## src/rtl/core/sitda_pkg.sv

```systemverilog
`timescale 1ns / 1ps
// ----------------------------------------------------------------------------
// sitda_pkg: shared constants for the signed-to-decimal-ASCII converter
// Character codes, magnitude width and the power-of-ten ladder used by the
// digit sequencer.
// ----------------------------------------------------------------------------
package sitda_pkg;

  localparam int VALUE_BITS_DEF = 64;
  localparam int MAG_BITS       = 64;
  localparam int CHAR_BITS      = 7;
  localparam int NUM_DIGITS     = 19;

  localparam logic [4:0] TOP_DIGIT = 5'(NUM_DIGITS - 1);

  localparam logic [CHAR_BITS-1:0] CHAR_ZERO  = 7'h30;
  localparam logic [CHAR_BITS-1:0] CHAR_MINUS = 7'h2D;
  localparam logic [CHAR_BITS-1:0] CHAR_LF    = 7'h0A;

  localparam logic [MAG_BITS-1:0] POW10 [NUM_DIGITS] = '{
    64'd1,
    64'd10,
    64'd100,
    64'd1000,
    64'd10000,
    64'd100000,
    64'd1000000,
    64'd10000000,
    64'd100000000,
    64'd1000000000,
    64'd10000000000,
    64'd100000000000,
    64'd1000000000000,
    64'd10000000000000,
    64'd100000000000000,
    64'd1000000000000000,
    64'd10000000000000000,
    64'd100000000000000000,
    64'd1000000000000000000
  };

  // Weight of one digit bit: (2^step) * 10^pos. Largest is 8 * 10^18.
  function automatic logic [MAG_BITS-1:0] ladder(input logic [4:0] pos,
                                                 input logic [1:0] step);
    return POW10[pos] << step;
  endfunction

endpackage

```

## src/rtl/core/signed_int_to_decimal_ascii.sv

```systemverilog
`timescale 1ns / 1ps
// One item at a time: a new value is accepted only in idle, once the line
//   feed of the previous item has been loaded. Each digit position runs the
//   compare-subtract steps and then an emit step; the output side can stall
//   the sign, the shown digits and the line feed.
// A single 65-bit compare-subtract unit, used four times per digit, serves
//   every position. Synchronous active-high rst returns the block to idle.
// ----------------------------------------------------------------------------
// signed_int_to_decimal_ascii: signed integer to decimal ASCII text
// Converts one two's complement value per item into a run of ASCII
// characters (optional '-', digits without leading zeros, line feed).
// ----------------------------------------------------------------------------
module signed_int_to_decimal_ascii #(
  parameter int VALUE_BITS = sitda_pkg::VALUE_BITS_DEF
) (
  input  logic        clk,
  input  logic        rst,
  // Input stream
  input  logic        s_tvalid,
  output logic        s_tready,
  input  logic [63:0] s_tdata,   // [63:0] value (low VALUE_BITS bits used)
  // Output stream
  output logic        m_tvalid,
  input  logic        m_tready,
  output logic [7:0]  m_tdata,   // [6:0] character, [7] zero fill
  output logic        m_tlast    // last: set on the closing line feed
);
  import sitda_pkg::*;

  typedef enum logic [2:0] {
    S_IDLE,
    S_SIGN,
    S_CALC,
    S_EMIT,
    S_LF
  } state_t;

  state_t              state;
  logic [MAG_BITS-1:0] rem;        // magnitude still to split
  logic [4:0]          pos;        // current decimal position, 18 down to 0
  logic [1:0]          step;       // digit bit under test, 3 down to 0
  logic [3:0]          digit;      // digit being built
  logic                started;    // a digit has gone out

  logic [VALUE_BITS-1:0] in_val;
  logic [VALUE_BITS-1:0] in_mag;
  logic                  in_neg;
  logic [MAG_BITS:0]     diff;
  logic                  fits;
  logic                  out_free;
  logic                  emit_digit;
  logic                  load_char;

  // Input value: keep the low VALUE_BITS bits, negate toward a magnitude.
  // The most negative value negates to itself, which read unsigned is exact.
  assign in_val = s_tdata[VALUE_BITS-1:0];
  assign in_neg = in_val[VALUE_BITS-1];
  assign in_mag = in_neg ? (~in_val + 1'b1) : in_val;

  // Shared compare-subtract unit: does the ladder weight fit in rem?
  assign diff = {1'b0, rem} - {1'b0, ladder(pos, step)};
  assign fits = ~diff[MAG_BITS];

  // Output slot takes a new character when empty or being drained this cycle.
  assign out_free = ~m_tvalid | m_tready;

  // Suppress leading zeros, but always show the units digit.
  assign emit_digit = (digit != 4'd0) | started | (pos == 5'd0);

  // A new character enters the output slot this cycle.
  assign load_char = out_free & ((state == S_SIGN) | (state == S_LF) |
                                 ((state == S_EMIT) & emit_digit));

  assign s_tready = (state == S_IDLE);

  always_ff @(posedge clk) begin
    if (rst) begin
      state    <= S_IDLE;
      m_tvalid <= 1'b0;
      started  <= 1'b0;
    end else begin
      // Fill the output slot on a load, drop valid once the item is taken.
      if (load_char) begin
        m_tvalid <= 1'b1;
      end else if (m_tready) begin
        m_tvalid <= 1'b0;
      end
      unique case (state)
        S_IDLE: begin
          if (s_tvalid) begin
            rem     <= MAG_BITS'(in_mag);
            pos     <= TOP_DIGIT;
            step    <= 2'd3;
            digit   <= 4'd0;
            started <= 1'b0;
            state   <= in_neg ? S_SIGN : S_CALC;
          end
        end
        S_SIGN: begin
          // Hold until the output slot frees up, then send the minus sign.
          if (out_free) begin
            m_tdata  <= {1'b0, CHAR_MINUS};
            m_tlast  <= 1'b0;
            state    <= S_CALC;
          end
        end
        S_CALC: begin
          // Restoring step: subtract the weight when it fits, set the bit.
          if (fits) begin
            rem         <= diff[MAG_BITS-1:0];
            digit[step] <= 1'b1;
          end
          if (step == 2'd0) begin
            state <= S_EMIT;
          end else begin
            step <= step - 2'd1;
          end
        end
        S_EMIT: begin
          if (!emit_digit || out_free) begin
            if (emit_digit) begin
              m_tdata  <= {1'b0, CHAR_ZERO + CHAR_BITS'(digit)};
              m_tlast  <= 1'b0;
              started  <= 1'b1;
            end
            if (pos == 5'd0) begin
              state <= S_LF;
            end else begin
              pos   <= pos - 5'd1;
              step  <= 2'd3;
              digit <= 4'd0;
              state <= S_CALC;
            end
          end
        end
        S_LF: begin
          // Close the run with the line feed and go back to idle.
          if (out_free) begin
            m_tdata  <= {1'b0, CHAR_LF};
            m_tlast  <= 1'b1;
            state    <= S_IDLE;
          end
        end
        default: begin
          state <= S_IDLE;
        end
      endcase
    end
  end

  // A digit under construction never exceeds nine.
  a_digit_range: assert property (@(posedge clk) disable iff (rst)
    (state == S_EMIT) |-> (digit <= 4'd9))
    else $error("digit out of range at emit");

  // Only the line feed carries the last flag.
  a_last_is_lf: assert property (@(posedge clk) disable iff (rst)
    (m_tvalid && m_tlast) |-> (m_tdata[6:0] == CHAR_LF))
    else $error("last flag on a character other than line feed");

  // The position counter stays inside the ladder.
  a_pos_range: assert property (@(posedge clk) disable iff (rst)
    (state == S_CALC || state == S_EMIT) |-> (pos <= TOP_DIGIT))
    else $error("digit position beyond ladder");

  // At each emit the remainder is below the current position's weight.
  a_rem_bound: assert property (@(posedge clk) disable iff (rst)
    (state == S_EMIT) |-> (rem < POW10[pos]))
    else $error("remainder not reduced below current weight");

  // An accepted item always starts a conversion.
  a_accept_busy: assert property (@(posedge clk) disable iff (rst)
    (s_tvalid && s_tready) |=> (state != S_IDLE))
    else $error("accepted item did not start a conversion");

endmodule
```

## config.mk

```make
export PLATFORM = sky130hd
export DESIGN_NAME = signed_int_to_decimal_ascii
export DESIGN_NICKNAME = d
export VERILOG_FILES = /design/src/rtl/core/sitda_pkg.sv /design/src/rtl/core/signed_int_to_decimal_ascii.sv
export SDC_FILE = /design/constraint.sdc
export NUM_CORES = 1
export LEC_CHECK = 0
export BUFFER_PORTS_ARGS = -buffer_cell sky130_fd_sc_hd__clkbuf_2
export CAP_MARGIN = 10
export CORE_AREA = 3 3 160 162
export CTS_CLUSTER_DIAMETER = 200
export CTS_CLUSTER_SIZE = 30
export DETAILED_ROUTE_END_ITERATION = 16
export DIE_AREA = 0 0 163 165
export HOLD_SLACK_MARGIN = 0.06
export PLACE_DENSITY_LB_ADDON = 0.25
export SYNTH_ARGS = -nofsm -noshare
export SYNTH_HDL_FRONTEND = slang
export SYNTH_SLANG_ARGS = --single-unit
export TNS_END_PERCENT = 50
```

## constraint.sdc

```tcl
create_clock -name clk -period 18.1 [get_ports clk]
set_input_delay 3.62 -clock clk [delete_from_list [all_inputs] [get_ports clk]]
set_output_delay 3.62 -clock clk [all_outputs]
set_load 0.03 [all_outputs]
```

## After elaboration in Yosys (flattened, before gate mapping)

Memory sizes are Yosys's and may differ from the RTL's.
Cells that the tools add are included.

| word-level totals | value |
|---|---|
| input port bits | 68 |
| output and inout bits | 11 |
| register bits | 89 |
| memories kept | 1 |
| ROM bits | 2048 |
| word-level logic and storage cells | 109 |

Memory list:

| memory | words | bits a word | rd ports | clocked after memory_dff | wr ports | RTL line | text |
|---|---|---|---|---|---|---|---|
| (no name shown) | 32 | 64 | 1 | 0 | 0 | sitda_pkg.sv:45 | `return POW10[pos] << step;` |

| operators by class | value |
|---|---|
| shifts and indexed selects | 1 |
| add/subtract/negate cells | 5 |
| magnitude comparators | 3 |
| bitwise gates (word level) | 12 |
| multiplexer cells | 46 |
| reduce and logical (&&, ||, !) cells | 19 |
| eq/ne operators | 13 |

Operator list:

| cell | number |
|---|---|
| 64-bit 2-to-1 mux | 5 |
| 64-bit one-hot mux with 2 select lines | 1 |
| 64-bit by 64-bit subtractor with 65-bit output | 1 |
| 64-bit by 1-bit adder with 64-bit output, second input constant | 1 |
| 64-bit NOT | 1 |
| 64-bit by 2-bit left shift with 64-bit output | 1 |
| 8-bit 2-to-1 mux | 4 |
| 8-bit one-hot mux with 3 select lines | 1 |
| 3-bit 2-to-1 mux | 6 |
| 6-bit AND reduction | 3 |
| 4-bit 2-to-1 mux | 4 |
| 2-bit != test, second input constant | 8 |
| 5-bit 2-to-1 mux | 3 |
| 3-bit one-hot mux with 5 select lines | 1 |
| 4-bit one-hot mux with 3 select lines | 1 |
| 1-bit 2-to-1 mux | 10 |
| 2-bit 2-to-1 mux | 5 |
| 5-bit one-hot mux with 2 select lines | 1 |
| 5-bit AND reduction | 2 |
| 4-bit AND reduction | 2 |
| 6-bit by 4-bit adder with 7-bit output, first input constant | 1 |
| 3-bit by 2-bit equality test with 1-bit output, second input constant | 2 |
| 6-bit >= comparator, second input constant | 1 |
| 5-bit NOT with 6-bit output | 1 |
| other kinds (24) | 33 |

## Depth between registers and ports, before layout

Gate-level depths: netlist (run 1).

| depth | value |
|---|---|
| word-level depth | 8 |
| gate-level depth with buffers | 22 |
| depth with buffers taken out | 20 |

## Least setup slack after synthesis (run 1)

OpenSTA, ideal clock, no wires.

| path | value |
|---|---|
| path type | register -> register |
| from | reg pos[1] |
| to | reg rem[0] (enable) |
| stages on the path, launching flop included | 20 |
| data arrival time | 14.062 ns |
| slack | 3.209 ns |
| library setup time | 0.829 ns |
| data required time | 17.271 ns |
| clock period less this slack | 14.891 ns |
| path buffers | 2 |
| path through | edfxtp_1 -> clkbuf_1 -> inv_1 -> ha_1 -> nor2b_1 -> nor2_1 -> o31a_1 -> o21ai_0 -> mux2i_1 -> ha_1 -> clkbuf_1 -> nand4_1 -> nor3_1 -> nor2b_1 -> o41ai_1 -> a311oi_1 -> o211ai_1 -> a211oi_1 -> o21ai_0 -> a2111oi_0 |

| between the ends | value |
|---|---|
| word-level cells in the longest chain between the ends | 8 |

RTL lines:

| item | RTL line | text |
|---|---|---|
| from (decl) | signed_int_to_decimal_ascii.sv:40 | `logic [4:0] pos;` |
| from (signal assigned) | signed_int_to_decimal_ascii.sv:129 | `pos <= pos - 5'd1;` |
| 5-bit NOT with 6-bit output (implied by the code) | sitda_pkg.sv:45 |  |
| memory read 32 x 64 bit | n/a |  |
| 64-bit 2-to-1 mux (implied by the code) (2 in a row) | sitda_pkg.sv:45 |  |
| 64-bit by 2-bit left shift with 64-bit output | sitda_pkg.sv:45 |  |
| 64-bit by 64-bit subtractor with 65-bit output | signed_int_to_decimal_ascii.sv:61 | `assign diff = {1'b0, rem} - {1'b0, ladder(pos, step)};` |
| 2-bit != test (no source line) | n/a |  |
| 4-bit AND reduction (no source line) | n/a |  |
| to (signal assigned) | signed_int_to_decimal_ascii.sv:91 | `rem <= MAG_BITS'(in_mag);` |
| to (signal assigned) | signed_int_to_decimal_ascii.sv:110 | `rem <= diff[MAG_BITS-1:0];` |
| to (decl) | signed_int_to_decimal_ascii.sv:39 | `logic [MAG_BITS-1:0] rem;` |

Every way passes these cells. The select of a mux whose other input is x is not followed.
A chain may end at the register's enable or synchronous reset.

## Worst setup path in the final report (run 1)

| path | value |
|---|---|
| from | reg step[0] |
| to | reg rem[5] (enable) |

| between the ends | value |
|---|---|
| word-level cells in the longest chain between the ends | 4 |

RTL lines:

| item | RTL line | text |
|---|---|---|
| from (decl) | signed_int_to_decimal_ascii.sv:41 | `logic [1:0] step;` |
| from (signal assigned) | signed_int_to_decimal_ascii.sv:116 | `step <= step - 2'd1;` |
| 64-bit by 2-bit left shift with 64-bit output | sitda_pkg.sv:45 |  |
| 64-bit by 64-bit subtractor with 65-bit output | signed_int_to_decimal_ascii.sv:61 |  |
| 2-bit != test (no source line) | n/a |  |
| 4-bit AND reduction (no source line) | n/a |  |

Every way passes these cells.

==> results of run 1 <==
[power breakdown]
part	internal [mW]	switching (mW)
clock	0.112	0.0918
combinational	0.155	0.271
sequential	0.257	0.0154
[layout make-up]
cell class / count / area [um2]
clock inverter: 5 / 45.0
timing repair buffer: 85 / 448
clock buffer: 11 / 275
sequential: 87 / 2560
tap: 324 / 405
inverter: 44 / 165
fill: 2472 / 12500
multi-input combinational: 1244 / 7890
[sequential cells by signal (all words and copies together) (netlist names)]
signal	flops
step	2
state	3
rem	64
m_tvalid	1
m_tlast	1
pos	5
digit	4
started	1
m_tdata	6
[per-stage QoR]
step / power (mW) / setup slack (ns) / utilization, % / cell area (um2)
2_1_floorplan: 0.585 / 3.21 / - / 11000
3_3_place_gp: 0.689 / 11.28 / 47.3 / 11500
3_5_place_dp: 0.691 / 11.23 / 47.3 / 11500
4_1_cts: 0.898 / 11.53 / 48.6 / 11800
5_1_grt: 0.962 / 10.83 / 48.6 / 11800
6_report: 0.903 / 11.39 / 48.6 / 11800
[metal layers]
metal / vias up / global-route usage, % / part of all wire, %
met3: 39 / 4.54 / 8.5
met1: 5031 / 38.0 / 49
met2: 461 / 35.4 / 41
met4: 0 / 6.27 / 1.9
met5: - / 0 / 0
li1: 5396 / - / -
[worst paths after layout]
kind              endpoint  cells past startpoint  slack [ns]
setup / recovery    rem[5]                     17       11.39
hold / removal    m_tvalid                      2        0.52
setup reg to reg    rem[5]                     17       11.39
hold reg to reg   m_tvalid                      2        0.52
[Yosys cell counts, types with 15 or more instances]
cell	count
inv_1	43
a31oi_1	26
xnor2_1	76
or4_1	20
a21oi_1	166
buf_1	15
nand2_1	175
o21bai_1	21
o31ai_1	19
mux2i_1	39
xor2_1	39
clkbuf_1	71
nor2_1	162
o21ai_0	110
ha_1	81
nor2b_1	16
a21o_1	38
edfxtp_1	82
nand4_1	28
nor3_1	34
a211oi_1	17
nand3_1	29
[cells by family after synthesis]
family,share of synthesized area (%)
fa+ha+maj,9.44
xor+xnor,9.20
simple gates,22.6
buf+inv,4.66
flops,23.4
other cells,0.0343
mux,4.18
compound gates,26.5
[worst max-delay path, cell delays in order, from the launching register on]
cell	delay (ns)
edfxtp_1	0.32
buf_4	0.53
clkinv_1	0.91
nand3_1	0.31
nand2_1	0.13
nor2_1	0.10
a31oi_1	0.06
ha_1	0.36
and3_1	0.16
a221oi_1	0.18
o41ai_1	0.52
o2111ai_1	0.32
a311oi_1	0.41
o211ai_1	0.22
a211oi_1	0.31
o21ai_0	0.26
a2111oi_2	0.35
buf_4	0.73
==> impl_metrics.ini, run 1 <==
[routing]
drtIter0Drc = 1098
vias = 10900
firstDrtPassIters = 5
via_per_inst = 6.07
drc_errors = 0
antenna_left = 0
wl_um = 33500
wl_per_cell_um = 18.6

[clocking]
h-tree-depth = 3
cts_setup_buffers = 0
worstSkewPairLatency_ns = 0.36
cts_buffers = 9
cts_buffer_depth = 2
clkSlewWorstSetupHoldPaths_ns = 0.08
tritoncts = yes
cts_root_buf = clkbuf_16
postCtsHoldBufs = 0
cts_resized = 0
cts.sinks = 87

[synthesis]
yosys.area.top_type = edfxtp_1
ys_seq_elements = 87
synth_area_leaders = edfxtp_1 (22%), ha_1 (9.3%), a21oi_1 (7.6%)
syn_area_per_cell_um2 = 7.48
synthCells = 1463
async_flop_share_pct = 0
seq_area_frac_synth_pct = 23.4
synthFlopType = edfxtp_1
synth_top_area_share_pct = 22.5
synth_edf_count = 82
yosysWarningCount = 0
synthesis.area_mm2 = 0.0109
synthDistinctLibCells = 72

[floorplan]
core_area_mm2 = 0.0242
dieArea_mm2 = 0.0269
rows = 57
initial_core_util_pct = 45.1
dieWidth_um = 163
die_y_um = 165
io_pins = 79

[timing]
grt_setup_unrepaired = false
setup_tns_ns = 0
slew_viol_final = 0
worst_slew_pin_slew_ns = 0.901
slew_headroom_pct = 39.9
whs_ns = 0.523
period_minus_slack_ns = 6.71
setup_violations = 0
skew_ns = 0.0133
fmax_mhz = 149
fin_crit_sh_pct = 37.0
hold_viol = 0

[power]
vdd_drop_max_uv = 39.1
powerDensity_mw_per_mm2 = 76.5
p_leak_nw = 4.69

[cells_and_area]
nets = 1621
layout_common_cells = nand2_1 (175), a21oi_1 (166), nor2_1 (162), o21ai_0 (110), edfxtp_1 (82)
instances_no_fill = 1800
drive_gt1_share_pct = 8.81
area_growth_pct = 7.72
antenna_cells = 0
final_common_cell = nand2_1

[critical_path]
crit_type = flip-flop to flip-flop
r2r-start = step[0]
cp-startpoint = step[0]
path_max_fanout = 67
required_ns = 18.08
end_kind = flip-flop
critPathLaunchType = flip-flop
crit_arrival_ns = 6.69

[worst_hold_path]
holdCritPathClass = flip-flop to flip-flop
holdCritStartpoint = m_tvalid

[flow_run]
drv_cap = 0

[grt]
gr-usage-all-layers_pct = 24.7
antenna_found_initial = 0
grt_first_pass_wirelength_um = 52800
grt_pass1_vias = 9798
globalRoute.totalOverflow = 0
grt_max_degree = 82

[placement]
io_buffers = 76
place.gp.congestion = 0.949
placed_cells = 1784
post-dp-hpwl_um = 26200

[status]
status = complete, no violations
Note: power is estimated with default switching activity, not from simulation.
==> inputs of run 2 (changes only) <==
--- a/config.mk
+++ b/config.mk
@@ -5,13 +5,14 @@
 export SDC_FILE = /design/constraint.sdc
 export NUM_CORES = 1
 export LEC_CHECK = 0
+export ABC_AREA = 1
 export BUFFER_PORTS_ARGS = -buffer_cell sky130_fd_sc_hd__clkbuf_2
 export CAP_MARGIN = 10
-export CORE_AREA = 3 3 160 162
+export CORE_AREA = 3 3 178 180
 export CTS_CLUSTER_DIAMETER = 200
 export CTS_CLUSTER_SIZE = 30
 export DETAILED_ROUTE_END_ITERATION = 16
-export DIE_AREA = 0 0 163 165
+export DIE_AREA = 0 0 181 183
 export HOLD_SLACK_MARGIN = 0.06
 export PLACE_DENSITY_LB_ADDON = 0.25
 export SYNTH_ARGS = -nofsm -noshare
==> constraint.sdc (replaced) <==
create_clock -name clk -period 6.3 [get_ports clk]
set_input_delay 1.26 -clock clk [delete_from_list [all_inputs] [get_ports clk]]
set_output_delay 1.26 -clock clk [all_outputs]
set_load 0.03 [all_outputs]
==> run 2 against run 1 <==
Sequential power grew to 4.0 times the previous value; register-to-register slack worse by 10 ns; power grew to 5.9 times the previous value; maximum frequency is 34% higher; routed wire length is 52% higher; flip-flop and latch count stayed put; critical path depth is 3 higher; via count is 43% higher; hold slack worse by 0.018 ns; die area is 23% higher; utilization is 0.51 points lower; critical endpoint is now rem[9].
==> impl_metrics.ini, run 2 <==
[clocking]
cts_buffer_depth = 2
cts_root_buf = clkbuf_16
cts_setup_buffers = 0
worstSkewPairLatency_ns = 0.37
h-tree-depth = 3
clkSlewWorstSetupHoldPaths_ns = 0.08
cts.sinks = 87
postCtsHoldBufs = 0
cts_buffers = 9
cts_resized = 0
tritoncts = yes

[grt]
antenna_found_initial = 1
grt_max_degree = 58
grt_first_pass_wirelength_um = 78500
gr-usage-all-layers_pct = 30.2
globalRoute.totalOverflow = 0
grt_pass1_vias = 14300

[power]
p_seq_share_pct = 20.3
comb_power_share_pct = 69.3
switching_share_pct = 57.2
powerDensity_mw_per_mm2 = 362
finalPower_mw = 5.29
p_leak_nw = 7.88
p_sw_mw = 3.03
vdd_drop_max_uv = 271
p_int_mw = 2.26
clockPowerShare_pct = 10.4

[timing]
period_minus_slack_ns = 5.01
fin_crit_sh_pct = 79.5
hold_viol = 0
setup_violations = 0
fmax_mhz = 200
worst_slew_pin_slew_ns = 0.774
skew_ns = 0.0160
slew_viol_final = 0
grt_setup_unrepaired = false
slew_headroom_pct = 48.4
setup_tns_ns = 0

[routing]
via_per_inst = 5.32
antenna_left = 0
drtIter0Drc = 1743
wl_um = 51000
firstDrtPassIters = 6
drc_errors = 0
wl_per_cell_um = 17.4
vias = 15600

[floorplan]
initial_core_util_pct = 44.8
dieWidth_um = 181
dieArea_mm2 = 0.0331
die_y_um = 183
rows = 64
core_area_mm2 = 0.0303
io_pins = 79

[status]
status = complete, no violations

[synthesis]
seq_area_frac_synth_pct = 18.9
yosysWarningCount = 0
yosys.area.top_type = nand2_1
yosysMostFrequentCell = nand2_1
synthesis.area_mm2 = 0.0136
syn_area_per_cell_um2 = 5.47
synthDistinctLibCells = 53
async_flop_share_pct = 0
synth_top_area_share_pct = 25.4
synthCells = 2483
synth_edf_count = 82
ys_seq_elements = 87
synth_area_leaders = nand2_1 (25%), edfxtp_1 (18%), inv_1 (12%)
ys_top_cells_by_count = nand2_1 (919), inv_1 (433), nor2_1 (254), nand3_1 (171), o21ai_0 (147)
synthFlopType = edfxtp_1

[cells_and_area]
seqCellArea_mm2 = 0.00256
largest_reg_flops = 64
layout_common_cells = nand2_1 (919), inv_1 (431), nor2_1 (253), nand3_1 (171), o21ai_0 (147)
multi_input_area_mm2 = 0.00912
reg_top3 = rem (64), m_tdata (6), pos (5)
antenna_cells = 0
fillers = 3318
drive_gt1_share_pct = 6.79
area_growth_pct = 7.49
top_register = rem
nets = 2677
final_common_cell = nand2_1

[placement]
io_buffers = 76
post-dp-hpwl_um = 42400
place.gp.congestion = 1.04

[critical_path]
crit_arrival_ns = 5.07
crit_type = flip-flop to flip-flop
critPathLaunchType = flip-flop
end_kind = flip-flop
required_ns = 6.36
path_max_fanout = 38

[flow_run]
drv_cap = 0

[worst_hold_path]
holdCritPathClass = flip-flop to flip-flop
## run 2: cell types whose count changed in the layout (fill, tap and decap cells not counted), sizes merged, moves of 16 or more
cell and change:
a211oi -16, a21o -38, a21oi -58, a31oi -20, inv +401, mux2i -31, nand2 +758, nand3 +146
nor2 +113, o21ai +60, o21bai -18, or4 -23, xnor2 -74, xor2 -21
## run 2: worst paths after layout
| kind | from | endpoint | slack (ns) | cells past startpoint |
|---|---|---|---|---|
| max | pos[1] | rem[9] | 1.29 | 20 |
| min | started | started | 0.50 | 2 |
| max reg2reg | pos[1] | rem[9] | 1.29 | 20 |
| min reg2reg | started | started | 0.50 | 2 |
## run 2: layout make-up
cell class	count	share of cell area, %
sequential	87	17.5
inverter	444	11.4
multi-input combinational	1898	62.5
clock inverter	7	0.377
clock buffer	9	1.54
tap	396	3.39
timing repair buffer	87	3.26
## run 2: power groups by stage
stage	Clock, mW	Sequential [mW]	Combinational, mW
after detailed placement	0	1.08	3.56
after floorplan	0	1.03	2.50
after global placement	0	1.08	3.54
after global routing	0.578	1.08	4.08
final	0.548	1.08	3.67
after CTS	0.563	1.06	3.58
## run 2: through the flow
stage          setup WS [ns]  cell area (um2)  cells  util [%]  hold slack (ns)
2_1_floorplan           1.77            13600   2484         -            0.455
3_3_place_gp            1.36            14300   2912      47.2            0.489
3_5_place_dp            1.45            14300   2912      47.2            0.494
4_1_cts                 1.41            14600   2928      48.1            0.505
5_1_grt                0.929            14600   2928      48.1            0.539
6_report                1.29            14600   2928      48.1            0.505
## run 2: critical path: stages, from the launching register on
cell,delay (ns)
edfxtp_1,0.54
inv_1,0.32
ha_1,0.38
a21oi_1,0.34
nand2_1,0.11
nand2_1,0.11
o21ai_0,0.11
nand2_1,0.09
o21ai_0,0.20
ha_1,0.43
nand2_1,0.13
nor2_1,0.23
nand2_1,0.18
nor2_1,0.17
nand2_1,0.07
nand2_1,0.11
nand3b_1,0.12
nand3_1,0.09
nand2_1,0.06
inv_2,0.53
buf_12,0.32
## run 2: layer usage
metal	vias to the layer above	track usage [%]	share of wire, %
met5	-	0	0
met4	0	11.2	3.9
met3	84	3.53	9.1
met2	676	47.2	42
met1	6899	43.2	45
li1	7913	-	-
## run 2: cells by family after synthesis
| kind of cell | synth area share (%) |
|---|---|
| simple gates | 45.4 |
| buf+inv | 14.1 |
| compound gates | 12.1 |
| flops | 18.9 |
| fa+ha+maj | 7.61 |
| xor+xnor | 1.29 |
| mux | 0.589 |
| other cells | 0.0276 |
==> inputs of run 3 (changes only) <==
==> constraint.sdc (replaced) <==
create_clock -name clk -period 5.15 [get_ports clk]
set_input_delay 1.03 -clock clk [delete_from_list [all_inputs] [get_ports clk]]
set_output_delay 1.03 -clock clk [all_outputs]
set_load 0.03 [all_outputs]
==> run 3 against run 2 <==
Clock skew barely moved; critical path depth grew 1; register-to-register slack got worse by 0.75 ns; combinational power rose by 22%.
==> impl_metrics.ini, run 3 (synthesis gave the netlist of run 2 again) <==
[status]
status = complete, no violations

[clocking]
tritoncts = yes
cts.sinks = 87
postCtsHoldBufs = 0
cts_setup_buffers = 0
cts_buffers = 9
clkSlewWorstSetupHoldPaths_ns = 0.08
worstSkewPairLatency_ns = 0.37
cts_root_buf = clkbuf_16
cts_buffer_depth = 2
cts_resized = 0
h-tree-depth = 3

[timing]
period_minus_slack_ns = 4.61
slew_viol_final = 0
fin_crit_sh_pct = 89.5
setup_violations = 0
worst_slew_pin_slew_ns = 0.871
skew_ns = 0.0164
slew_headroom_pct = 41.9
grt_setup_unrepaired = false
hold_viol = 0
setup_tns_ns = 0
fmax_mhz = 217

[grt]
grt_busiest_layer = met2
grt_pass1_vias = 14400
met3_usage_pct = 3.59
gr-usage-met1_pct = 42.4
globalRoute.totalOverflow = 0
gr-usage-all-layers_pct = 29.8
grt_first_pass_wirelength_um = 77700
antenna_found_initial = 1
grt_max_degree = 70
met2_usage_pct = 47.3

[cells_and_area]
antenna_cells = 0
seqCellArea_mm2 = 0.00256
multi_input_area_mm2 = 0.00913
final_common_cell = nand2_1
reg_top3 = rem (64), m_tdata (6), pos (5)
drive_gt1_share_pct = 6.83
top_register = rem
nets = 2677
instances_no_fill = 2928
finish.utilization_pct = 48.2
area_growth_pct = 7.65
largest_reg_flops = 64
fillers = 3337
layout_common_cells = nand2_1 (919), inv_1 (431), nor2_1 (253), nand3_1 (171), o21ai_0 (147)

[critical_path]
critPathLaunchType = flip-flop
crit_arrival_ns = 4.60
crit_type = flip-flop to flip-flop
end_kind = flip-flop
required_ns = 5.14
path_max_fanout = 37

[power]
vdd_drop_max_uv = 234
powerDensity_mw_per_mm2 = 442
p_leak_nw = 7.88

[floorplan]
dieArea_mm2 = 0.0331
rows = 64
core_area_mm2 = 0.0303
dieWidth_um = 181
io_pins = 79
initial_core_util_pct = 44.8
die_y_um = 183

[routing]
firstDrtPassIters = 8
drc_errors = 0
antenna_left = 0
vias = 15600
wl_per_cell_um = 17.1
drtIter0Drc = 1719
wl_um = 50200
via_per_inst = 5.33

[placement]
placed_cells = 2912
post-dp-hpwl_um = 41700
place.gp.congestion = 1.02
io_buffers = 76

[flow_run]
drv_cap = 0

[worst_hold_path]
holdCritPathClass = flip-flop to flip-flop
-- run 3: area by class of cell --
cell class	count	share of cell area, %
multi-input combinational	1898	62.4
sequential	87	17.5
inverter	444	11.4
tap	396	3.39
timing repair buffer	87	3.25
clock buffer	10	1.57
clock inverter	6	0.462
-- run 3: layer usage --
layer / share of wire [%] / routed length, um
met5: 0 / 0
met4: 3.3 / 1650
met3: 9.1 / 4550
met2: 43 / 21600
met1: 45 / 22400
-- run 3: power by group --
part / switching [mW] / internal (mW)
clock: 0.338 / 0.380
sequential: 0.153 / 1.14
combinational: 3.17 / 1.28
total: 3.66 / 2.81
-- run 3: worst paths after layout --
| check | start | endpoint | slack (ns) | cells past startpoint |
|---|---|---|---|---|
| worst max-delay path | pos[1] | rem[12] | 0.54 | 21 |
| worst min-delay path | started | started | 0.51 | 2 |
| worst max register to register | pos[1] | rem[12] | 0.54 | 21 |
| worst min register to register | started | started | 0.51 | 2 |
-- run 3: through the flow --
step	setup slack, ns	hold slack, ns	power, mW	cell area, um2
2_1_floorplan	0.623	0.455	4.32	13600
3_3_place_gp	0.726	0.486	5.58	14300
3_5_place_dp	0.694	0.498	5.61	14300
4_1_cts	0.632	0.509	6.34	14600
5_1_grt	0.161	0.537	7.02	14600
6_report	0.543	0.513	6.47	14600
-- run 3: worst max-delay path, cell delays in order (launching register included) --
cell and delay (ns):
edfxtp_1 0.53, inv_1 0.34, ha_1 0.31, inv_1 0.10, ha_1 0.22, o311ai_1 0.44, nand2_1 0.08, o21ai_0 0.13
nand2_1 0.08, o21ai_1 0.16, ha_1 0.24, nand2_1 0.12, nor2_1 0.20, nand2_1 0.16, nor2_1 0.17, nand2_1 0.07
nand2_1 0.10, nand3b_1 0.10, nand3_1 0.08, nand2_1 0.07, inv_2 0.07, buf_4 0.45
